## src/sv/vcg_pkg.sv

```systemverilog
// vcg_pkg: shared constants, stage structs and result type for the VHD CHS geometry block.
// No dependencies; every other file of the block imports it.
package vcg_pkg;

  // Field widths
  localparam int SECTORS_W = 48;
  localparam int CYL_W     = 16;
  localparam int HEADS_W   = 5;
  localparam int SPT_W     = 8;

  // Clamped sector count fits 28 bits (65535*16*255 < 2**28)
  localparam int TOTAL_W   = 28;
  // Quotients of the clamped count by 17 or more fit 24 bits
  localparam int CQUO_W    = 24;
  // Selected cylinders-times-heads is at most 65535*16
  localparam int CXH_W     = 20;
  // Remainder of a division by a head count of at most 16
  localparam int HREM_W    = 4;

  localparam logic [SECTORS_W-1:0] CAP_SECTORS = 48'd267382800;  // 65535*16*255
  localparam logic [SECTORS_W-1:0] BIG_SECTORS = 48'd66059280;   // 65535*16*63

  // Constant divisor lanes
  localparam int NUM_DIV = 4;
  localparam int L17  = 0;
  localparam int L31  = 1;
  localparam int L63  = 2;
  localparam int L255 = 3;

  // Scaled reciprocals: ceil(2**shift / divisor). Each rounding error times 2**28
  // stays below 2**shift, so (count * recip) >> shift is exact for counts below 2**28.
  localparam int RECIP_W = 29;
  localparam int PROD_W  = TOTAL_W + RECIP_W;
  localparam logic [RECIP_W-1:0] RECIP [NUM_DIV] =
    '{29'd505290271, 29'd277094665, 29'd272696337, 29'd269488145};
  localparam int RECIP_SHIFT [NUM_DIV] = '{33, 33, 34, 36};

  localparam logic [SPT_W-1:0]   SPT_17    = 8'd17;
  localparam logic [SPT_W-1:0]   SPT_31    = 8'd31;
  localparam logic [SPT_W-1:0]   SPT_63    = 8'd63;
  localparam logic [SPT_W-1:0]   SPT_255   = 8'd255;
  localparam logic [HEADS_W-1:0] MIN_HEADS = 5'd4;
  localparam logic [HEADS_W-1:0] MAX_HEADS = 5'd16;
  localparam int                 HEAD_SHIFT = 10;    // heads * 1024
  localparam int                 HEAD_ROUND = 1023;
  // cylinders-times-heads limit for 16 heads: 16*1024
  localparam logic [CQUO_W-1:0]  CXH16_LIMIT = 24'd16384;

  // State carried through the constant division stage
  typedef struct packed {
    logic                               valid;
    logic                               big;
    logic [TOTAL_W-1:0]                 num;
    logic [NUM_DIV-1:0][CQUO_W-1:0]     quo;
  } cd_t;

  // State carried through the head divider chain
  typedef struct packed {
    logic               valid;
    logic [CXH_W-1:0]   num;
    logic [HREM_W-1:0]  rem;
    logic [CYL_W-1:0]   quo;
    logic [HEADS_W-1:0] heads;
    logic [SPT_W-1:0]   spt;
  } hd_t;

  // Finished geometry
  typedef struct packed {
    logic [CYL_W-1:0]   cylinders;
    logic [HEADS_W-1:0] head_count;
    logic [SPT_W-1:0]   track_sectors;
  } res_t;

endpackage

```

## src/sv/vcg_in_if.sv

```systemverilog
// vcg_in_if: request channel carrying a sector count, valid/ready handshake.
// Depends on vcg_pkg for the field width.
interface vcg_in_if;
  import vcg_pkg::*;

  logic                 valid;
  logic                 ready;
  logic [SECTORS_W-1:0] disk_sectors;

  modport source (output valid, output disk_sectors, input ready);
  modport sink   (input valid, input disk_sectors, output ready);
endinterface

```

## src/sv/vcg_out_if.sv

```systemverilog
// vcg_out_if: result channel carrying one CHS geometry, valid/ready handshake.
// Depends on vcg_pkg for the field widths.
interface vcg_out_if;
  import vcg_pkg::*;

  logic               valid;
  logic               ready;
  logic [CYL_W-1:0]   cylinders;
  logic [HEADS_W-1:0] head_count;
  logic [SPT_W-1:0]   track_sectors;

  modport source (output valid, output cylinders, output head_count,
                  output track_sectors, input ready);
  modport sink   (input valid, input cylinders, input head_count,
                  input track_sectors, output ready);
endinterface

```

## src/sv/vcg_cdiv_cell.sv

```systemverilog
// vcg_cdiv_cell: one stage dividing the clamped sector count by 17, 31, 63 and 255.
// Depends on vcg_pkg (cd_t, RECIP, RECIP_SHIFT).
module vcg_cdiv_cell (
  input  logic         clk,
  input  logic         rst,
  input  logic         en,
  input  vcg_pkg::cd_t d,
  output vcg_pkg::cd_t q
);
  import vcg_pkg::*;

  cd_t q_next;

  // Each quotient is a multiply by the scaled reciprocal and a fixed shift
  always_comb begin
    logic [PROD_W-1:0] prod;
    q_next = d;
    for (int k = 0; k < NUM_DIV; k++) begin
      prod          = PROD_W'(d.num) * PROD_W'(RECIP[k]);
      q_next.quo[k] = CQUO_W'(prod >> RECIP_SHIFT[k]);
    end
  end

  always_ff @(posedge clk) begin
    if (rst) begin
      q.valid <= 1'b0;
    end else if (en) begin
      q <= q_next;
    end
  end
endmodule

```

## src/sv/vcg_pick.sv

```systemverilog
// vcg_pick: chooses sectors per track and heads from the quotients, loads the head divider.
// Depends on vcg_pkg (cd_t, hd_t, geometry constants).
module vcg_pick (
  input  logic         clk,
  input  logic         rst,
  input  logic         en,
  input  vcg_pkg::cd_t d,
  output vcg_pkg::hd_t q
);
  import vcg_pkg::*;

  localparam int EST_W = CQUO_W + 1 - HEAD_SHIFT;

  logic [CQUO_W-1:0]          q17;
  logic [CQUO_W:0]            est_sum;
  logic [EST_W-1:0]           est;
  logic [EST_W-1:0]           heads17;
  logic                       fall17;
  logic                       fall31;
  hd_t                        q_next;

  // Head estimate for 17 sectors: ceil(cxh/1024), at least 4, kept at full width
  assign q17     = d.quo[L17];
  assign est_sum = {1'b0, q17} + (CQUO_W+1)'(HEAD_ROUND);
  assign est     = est_sum[CQUO_W:HEAD_SHIFT];
  assign heads17 = (est < EST_W'(MIN_HEADS)) ? EST_W'(MIN_HEADS) : est;

  assign fall17 = ({1'b0, q17} >= {heads17, HEAD_SHIFT'(0)})
               || (heads17 > EST_W'(MAX_HEADS));
  assign fall31 = (d.quo[L31] >= CXH16_LIMIT);

  always_comb begin
    q_next.valid = d.valid;
    q_next.rem   = '0;
    q_next.quo   = '0;
    if (d.big) begin
      q_next.spt   = SPT_255;
      q_next.heads = MAX_HEADS;
      q_next.num   = d.quo[L255][CXH_W-1:0];
    end else if (!fall17) begin
      q_next.spt   = SPT_17;
      q_next.heads = heads17[HEADS_W-1:0];
      q_next.num   = q17[CXH_W-1:0];
    end else if (!fall31) begin
      q_next.spt   = SPT_31;
      q_next.heads = MAX_HEADS;
      q_next.num   = d.quo[L31][CXH_W-1:0];
    end else begin
      q_next.spt   = SPT_63;
      q_next.heads = MAX_HEADS;
      q_next.num   = d.quo[L63][CXH_W-1:0];
    end
  end

  always_ff @(posedge clk) begin
    if (rst) begin
      q.valid <= 1'b0;
    end else if (en) begin
      q <= q_next;
    end
  end
endmodule

```

## src/sv/vcg_hdiv_cell.sv

```systemverilog
// vcg_hdiv_cell: one restoring-division step of cylinders-times-heads by the head count.
// Depends on vcg_pkg (hd_t).
module vcg_hdiv_cell (
  input  logic         clk,
  input  logic         rst,
  input  logic         en,
  input  vcg_pkg::hd_t d,
  output vcg_pkg::hd_t q
);
  import vcg_pkg::*;

  hd_t q_next;

  // Remainder stays below heads (at most 16), so it fits four bits
  always_comb begin
    logic [HREM_W:0] r;
    q_next = d;
    r = {d.rem, d.num[CXH_W-1]};
    if (r >= d.heads) begin
      q_next.rem = HREM_W'(r - d.heads);
      q_next.quo = {d.quo[CYL_W-2:0], 1'b1};
    end else begin
      q_next.rem = r[HREM_W-1:0];
      q_next.quo = {d.quo[CYL_W-2:0], 1'b0};
    end
    q_next.num = {d.num[CXH_W-2:0], 1'b0};
  end

  always_ff @(posedge clk) begin
    if (rst) begin
      q.valid <= 1'b0;
    end else if (en) begin
      q <= q_next;
    end
  end
endmodule

```

## src/sv/vhd_chs_geometry.sv

```systemverilog
// vhd_chs_geometry: sector count to VHD cylinder/head/sector geometry, pipelined cell chain.
// Depends on vcg_pkg, vcg_in_if, vcg_out_if, vcg_cdiv_cell, vcg_pick, vcg_hdiv_cell.
//
//   channel   | dir | payload                                              | handshake
//   ----------+-----+------------------------------------------------------+-----------
//   sectors   | in  | disk_sectors[47:0]                                   | valid/ready
//   geometry  | out | cylinders[15:0] head_count[4:0] track_sectors[7:0]   | valid/ready
//
// One request enters per cycle while the output queue has room; it is registered at the
// accepting edge, then passes the constant-division stage, the selection stage, 20
// head-division cells and the output queue.
// The whole chain advances together whenever the two-entry output queue is not full;
// ready comes from the queue count, so intake stalls only while both entries are held.
// Reset clears the valid bits of every stage and empties the queue; nothing else.
module vhd_chs_geometry (
  input logic       clk,
  input logic       rst,
  vcg_in_if.sink    sectors,
  vcg_out_if.source geometry
);
  import vcg_pkg::*;

  cd_t        cd [2];
  hd_t        hd [CXH_W+1];
  logic       adv;
  res_t       slot [2];
  logic [1:0] count;
  logic       push;
  logic       pop;
  res_t       fresh;

  // Chain moves whenever the queue can take one more result
  assign adv           = (count != 2'd2);
  assign sectors.ready = adv;

  // Input stage: clamp the count and flag large disks
  always_ff @(posedge clk) begin
    if (rst) begin
      cd[0].valid <= 1'b0;
    end else if (adv) begin
      cd[0].valid <= sectors.valid;
      cd[0].big   <= (sectors.disk_sectors >= BIG_SECTORS);
      cd[0].num   <= (sectors.disk_sectors > CAP_SECTORS) ? CAP_SECTORS[TOTAL_W-1:0]
                                                          : sectors.disk_sectors[TOTAL_W-1:0];
      cd[0].quo   <= '0;
    end
  end

  // Divide by 17, 31, 63 and 255 in one stage
  vcg_cdiv_cell u_cdiv (
    .clk (clk),
    .rst (rst),
    .en  (adv),
    .d   (cd[0]),
    .q   (cd[1])
  );

  vcg_pick u_pick (
    .clk (clk),
    .rst (rst),
    .en  (adv),
    .d   (cd[1]),
    .q   (hd[0])
  );

  // Divide cylinders-times-heads by heads, one quotient bit per cell
  for (genvar j = 0; j < CXH_W; j++) begin : g_hdiv
    vcg_hdiv_cell u_cell (
      .clk (clk),
      .rst (rst),
      .en  (adv),
      .d   (hd[j]),
      .q   (hd[j+1])
    );
  end

  // Output queue, two entries, slot 0 is the head
  assign fresh.cylinders     = hd[CXH_W].quo;
  assign fresh.head_count    = hd[CXH_W].heads;
  assign fresh.track_sectors = hd[CXH_W].spt;

  assign push = hd[CXH_W].valid && adv;
  assign pop  = geometry.valid && geometry.ready;

  always_ff @(posedge clk) begin
    if (rst) begin
      count <= 2'd0;
    end else begin
      case ({push, pop})
        2'b10:   count <= count + 2'd1;
        2'b01:   count <= count - 2'd1;
        default: count <= count;
      endcase
    end
  end

  always_ff @(posedge clk) begin
    case ({push, pop})
      2'b10: begin
        if (count == 2'd0) begin
          slot[0] <= fresh;
        end else begin
          slot[1] <= fresh;
        end
      end
      2'b01: begin
        slot[0] <= slot[1];
      end
      2'b11: begin
        if (count == 2'd1) begin
          slot[0] <= fresh;
        end else begin
          slot[0] <= slot[1];
          slot[1] <= fresh;
        end
      end
      default: begin
      end
    endcase
  end

  assign geometry.valid         = (count != 2'd0);
  assign geometry.cylinders     = slot[0].cylinders;
  assign geometry.head_count    = slot[0].head_count;
  assign geometry.track_sectors = slot[0].track_sectors;
endmodule

```

## src/flat_wrapper.sv

```systemverilog
// flat-port wrapper written by rule: the top's interface ports become plain ports
module vhd_chs_geometry_flat import vcg_pkg::*;
  (clk, rst, sectors_valid, sectors_disk_sectors, sectors_ready, geometry_valid, geometry_cylinders, geometry_head_count, geometry_track_sectors, geometry_ready);
  vcg_in_if sectors_i ();
  vcg_out_if geometry_i ();
  input logic clk;
  input logic rst;
  input wire logic [$bits(sectors_i.valid)-1:0] sectors_valid;
  input wire logic [$bits(sectors_i.disk_sectors)-1:0] sectors_disk_sectors;
  output wire logic [$bits(sectors_i.ready)-1:0] sectors_ready;
  output wire logic [$bits(geometry_i.valid)-1:0] geometry_valid;
  output wire logic [$bits(geometry_i.cylinders)-1:0] geometry_cylinders;
  output wire logic [$bits(geometry_i.head_count)-1:0] geometry_head_count;
  output wire logic [$bits(geometry_i.track_sectors)-1:0] geometry_track_sectors;
  input wire logic [$bits(geometry_i.ready)-1:0] geometry_ready;
  assign sectors_i.valid = sectors_valid;
  assign sectors_i.disk_sectors = sectors_disk_sectors;
  assign sectors_ready = sectors_i.ready;
  assign geometry_valid = geometry_i.valid;
  assign geometry_cylinders = geometry_i.cylinders;
  assign geometry_head_count = geometry_i.head_count;
  assign geometry_track_sectors = geometry_i.track_sectors;
  assign geometry_i.ready = geometry_ready;
  vhd_chs_geometry u_core (.clk(clk), .rst(rst), .sectors(sectors_i), .geometry(geometry_i));
endmodule
```

## config.mk

```make
export PLATFORM = sky130hd
export DESIGN_NAME = vhd_chs_geometry_flat
export DESIGN_NICKNAME = d
export VERILOG_FILES = /design/src/sv/vcg_pkg.sv /design/src/sv/vcg_in_if.sv /design/src/sv/vcg_out_if.sv /design/src/sv/vcg_cdiv_cell.sv /design/src/sv/vcg_pick.sv /design/src/sv/vcg_hdiv_cell.sv /design/src/sv/vhd_chs_geometry.sv /design/src/flat_wrapper.sv
export SDC_FILE = /design/constraint.sdc
export NUM_CORES = 2
export LEC_CHECK = 0
export ABC_CLOCK_PERIOD_IN_PS = 105800
export BUFFER_PORTS_ARGS = -buffer_cell sky130_fd_sc_hd__buf_4
export CORE_MARGIN = 4
export CORE_UTILIZATION = 60
export CTS_BUF_LIST = sky130_fd_sc_hd__clkbuf_4
export DETAILED_ROUTE_END_ITERATION = 12
export PLACE_DENSITY_LB_ADDON = 0.15
export SETUP_SLACK_MARGIN = 0.05
export SYNTH_ARGS = -nofsm -noshare
export SYNTH_HDL_FRONTEND = slang
export SYNTH_SLANG_ARGS = --single-unit
export TNS_END_PERCENT = 10
```

## constraint.sdc

```tcl
create_clock -name clk -period 105.8 [get_ports clk]
set_input_delay 10.58 -clock clk [delete_from_list [all_inputs] [get_ports clk]]
set_output_delay 10.58 -clock clk [all_outputs]
set_load 0.02 [all_outputs]
```

==> qor.json <==
{
  "global_route": {
    "grt-ovfl-total": 0,
    "antenna_found_initial": 3,
    "grt_pass1_wl_mm": 170,
    "grt_use_total": 0.229,
    "grt_max_degree": 210,
    "number_of_global_route_vias_before_repair": 32600
  },
  "synth": {
    "synth_warn": 0,
    "netlist.top_cell.by_area": "sky130_fd_sc_hd__edfxtp_1",
    "synthesis.area_um2": 54100,
    "synth.top_cells.by_area": "sky130_fd_sc_hd__edfxtp_1 42%, sky130_fd_sc_hd__ha_1 20%, sky130_fd_sc_hd__fa_1 16%, sky130_fd_sc_hd__inv_1 6.0%, sky130_fd_sc_hd__a21oi_1 1.7%",
    "synth-edff-count": 756,
    "netlist-cell-type-count": 81,
    "post_synth_inst_count": 4255,
    "synth_ff_type": "sky130_fd_sc_hd__edfxtp_1",
    "synth.yosys.seq_area_share": 0.429,
    "synth-async-reset-ratio": 0,
    "syn_avg_cell_area_um2": 12.7,
    "ys_ff_latch": 781,
    "portion_of_synthesized_cell_area_occupied_by_the_leading_cell_type": 0.420
  },
  "critical_path": {
    "timing.critical_path.buf_inv": 4,
    "cp_slowest_cell": "sky130_fd_sc_hd__buf_4",
    "critical-path-top-cell-by-count": "sky130_fd_sc_hd__buf_4",
    "cp-start-kind": "input pin",
    "critical_path_depth": 5,
    "worst_path_largest_cell_delay_ns": 0.94,
    "reg2reg_to": "u_core.u_cdiv.q[19]",
    "critPathKind": "in -> reg",
    "critPathArrivalTime_ns": 13.50,
    "timing.critical_path.cells": "buf_4 > nor2_4 > buf_12 > buf_4 > buf_4",
    "timing.critical_path.to_type": "flop",
    "path_max_fanout": 194,
    "crit_path_start": "rst",
    "ff2ff_path_depth": 22,
    "worstPathRequired_ns": 106.36,
    "reg2reg_slack_ns": 97.36,
    "timing.rr.start": "u_core.cd[230]",
    "critPathTopFamily": "buffers and inverters"
  },
  "drt": {
    "vias_per_cell": 5.37,
    "routed-via-count": 31100,
    "drt.antenna.violating_nets": 0,
    "routedWlPerCell_um": 17.8,
    "drc_errors": 0,
    "route.final.wire_length_mm": 103,
    "first_pass_iteration_count_of_the_detailed_router": 5,
    "iteration_0_drc_count_of_the_detailed_router": 1636
  },
  "placement": {
    "place_ws_ns": 91.88,
    "place.detailed.instances": 5475,
    "numPortBuffers": 80,
    "detailed_place.area_um2": 56100,
    "gp_routability_congestion": 0.914,
    "hpwlAfterDp_mm": 79.9
  },
  "clock_tree": {
    "tritoncts_buffer_count": 192,
    "hold_buffers": 0,
    "cts_repair_resize_count": 0,
    "cts_tree": "yes",
    "cts-root-buf": "sky130_fd_sc_hd__clkbuf_4",
    "clk_transition_reported_paths_ns": 0.06,
    "clock_latency_ns": 1.02,
    "ctsHtreeMaxLevel": 4,
    "cts_post_setup_buffers_inserted": 0,
    "clk_path_buf_depth": 3,
    "clock-sinks": 781
  },
  "die": {
    "dieWidth_um": 308,
    "die_area_um2": 95000,
    "initial_utilization": 0.608,
    "fp-row-count": 109,
    "pin_count": 83,
    "fp.dieH_um": 308,
    "core_region_area_um2": 88900
  },
  "timing": {
    "slew_viol_final": 0,
    "unrepaired_setup_endpoints_after_global_routing": "no",
    "actual_transition_at_the_worst_max_transition_pin_ns": 1.21,
    "final.period_utilization": 0.122,
    "fmax_mhz": 77.3,
    "timing.clock.skew_ns": 0.100,
    "hold_viol_final": 0,
    "setup_tns_ns": 0,
    "hold_slack_ns": 0.392,
    "post-route-worst-setup-slack_ns": 92.86,
    "relSlewSlack": 0.174,
    "finalCriticalPeriod_ns": 12.94,
    "timing.final.setup_violations": 0
  },
  "cells_and_area": {
    "layout.filler_cells": 6791,
    "finish.net_count": 5838,
    "final_layout_size_suffix_gt1_frac": 0.110,
    "design_area_um2": 58500,
    "stdcell_count": 5802,
    "final_core_utilization": 0.658,
    "area_growth_syn_to_layout_pct": 8.19
  },
  "power": {
    "power.static_leakage_nw": 27.0,
    "powerDensity_nw_per_um2": 29.2,
    "fin_total_pwr_mw": 1.71,
    "irDropWorstVdd_v": 0.0000479
  },
  "min_path": {
    "worst_hold_path_type": "reg -> reg",
    "whs_path_depth": 0,
    "timing.hold.worst_endpoint": "u_core.g_hdiv[11].u_cell.q[47]",
    "hold_path_startpoint": "u_core.g_hdiv[10].u_cell.q[46]"
  },
  "status": {
    "outcome": "completed"
  },
  "flow_run": {
    "max_cap_violations": 0
  }
}
-- worst max-delay path by stage --
stage	slack, ns	end
2_1_floorplan	63.77	u_core.cd[222]
3_3_place_gp	91.96	u_core.cd[222]
3_5_place_dp	91.88	u_core.cd[222]
4_1_cts	92.98	u_core.u_pick.q[33]
5_1_grt	92.74	u_core.cd[247]
6_report	92.86	u_core.u_cdiv.q[6]
-- flip-flops by register name, summed over array words and instances (netlist names) --
| name | count |
|---|---|
| u_core.u_cdiv.q | 90 |
| u_core.count | 2 |
| u_core.u_pick.q | 29 |
| u_core.g_hdiv.u_cell.q | 582 |
| u_core.slot | 48 |
| u_core.cd | 30 |
-- report_power, final --
| part | switching (mW) | internal [mW] | total, mW |
|---|---|---|---|
| sequential | 0.0294 | 0.453 | 0.482 |
| combinational | 0.572 | 0.411 | 0.983 |
| clock | 0.113 | 0.128 | 0.242 |
-- layer usage --
| metal | routed length, um | part of all wire | up-vias | GRT usage |
|---|---|---|---|---|
| met5 | 27 | 0.00026 | - | 0 |
| met4 | 2030 | 0.020 | 4 | 0.0605 |
| met3 | 4960 | 0.048 | 136 | 0.0405 |
| met2 | 50600 | 0.49 | 650 | 0.385 |
| met1 | 45700 | 0.44 | 15200 | 0.310 |
| li1 | - | - | 15200 | - |
-- layout make-up --
| class | instances | area [um^2] | share of cell area |
|---|---|---|---|
| Clock buffer | 289 | 2170 | 0.0371 |
| Antenna cell | 8 | 20.0 | 0.000342 |
| Timing Repair Buffer | 119 | 918 | 0.0157 |
| Tap cell | 1165 | 1460 | 0.0249 |
| Inverter | 871 | 3270 | 0.0559 |
| Clock inverter | 30 | 203 | 0.00347 |
| Sequential cell | 781 | 23200 | 0.397 |
| Multi-Input combinational cell | 2539 | 27200 | 0.466 |
-- cells in the mapped netlist, drive strengths merged (6+ instances only) --
master / number
nand2b: 60
clkbuf: 34
buf: 31
o21ai: 103
or2: 11
nor4: 17
and2: 18
xnor2: 69
and3: 11
a21oi: 184
ha: 851
o2111ai: 6
and4: 9
nand2: 87
nor3: 28
nand3: 37
inv: 871
a31o: 20
o21bai: 11
dfxtp: 25
o21a: 18
nor2b: 37
mux2: 39
edfxtp: 756
o211ai: 15
or3: 8
mux2i: 41
a31oi: 6
xor2: 54
a211oi: 20
o311ai: 8
fa: 431
nand4: 25
nor2: 174
a221oi: 6
a21o: 83
-- kinds of logic after synthesis --
kind of cell | synth area share
flip-flops | 0.429
XOR/XNOR | 0.0199
buffers and inverters | 0.0673
AO/OA/AOI/OAI | 0.0614
multiplexers | 0.0157
other | 0.0000694
adder cells (fa/ha/maj) | 0.357
AND/OR/NAND/NOR | 0.0499
-- layout by cell type (no fill, tap or decap), types with 54 or more instances in the layout --
master | Yosys | layout
sky130_fd_sc_hd__xnor2_1 | 69 | 69
sky130_fd_sc_hd__nand2_1 | 86 | 86
sky130_fd_sc_hd__clkbuf_4 | 0 | 289
sky130_fd_sc_hd__nor2_1 | 173 | 172
sky130_fd_sc_hd__xor2_1 | 54 | 54
sky130_fd_sc_hd__ha_1 | 851 | 851
sky130_fd_sc_hd__a21o_1 | 83 | 83
sky130_fd_sc_hd__a21oi_1 | 183 | 182
sky130_fd_sc_hd__buf_4 | 29 | 117
sky130_fd_sc_hd__o21ai_0 | 91 | 90
sky130_fd_sc_hd__nand2b_1 | 59 | 59
sky130_fd_sc_hd__edfxtp_1 | 756 | 756
sky130_fd_sc_hd__fa_1 | 431 | 431
sky130_fd_sc_hd__inv_1 | 871 | 871
No activity file was read; power rests on OpenSTA's default activity.
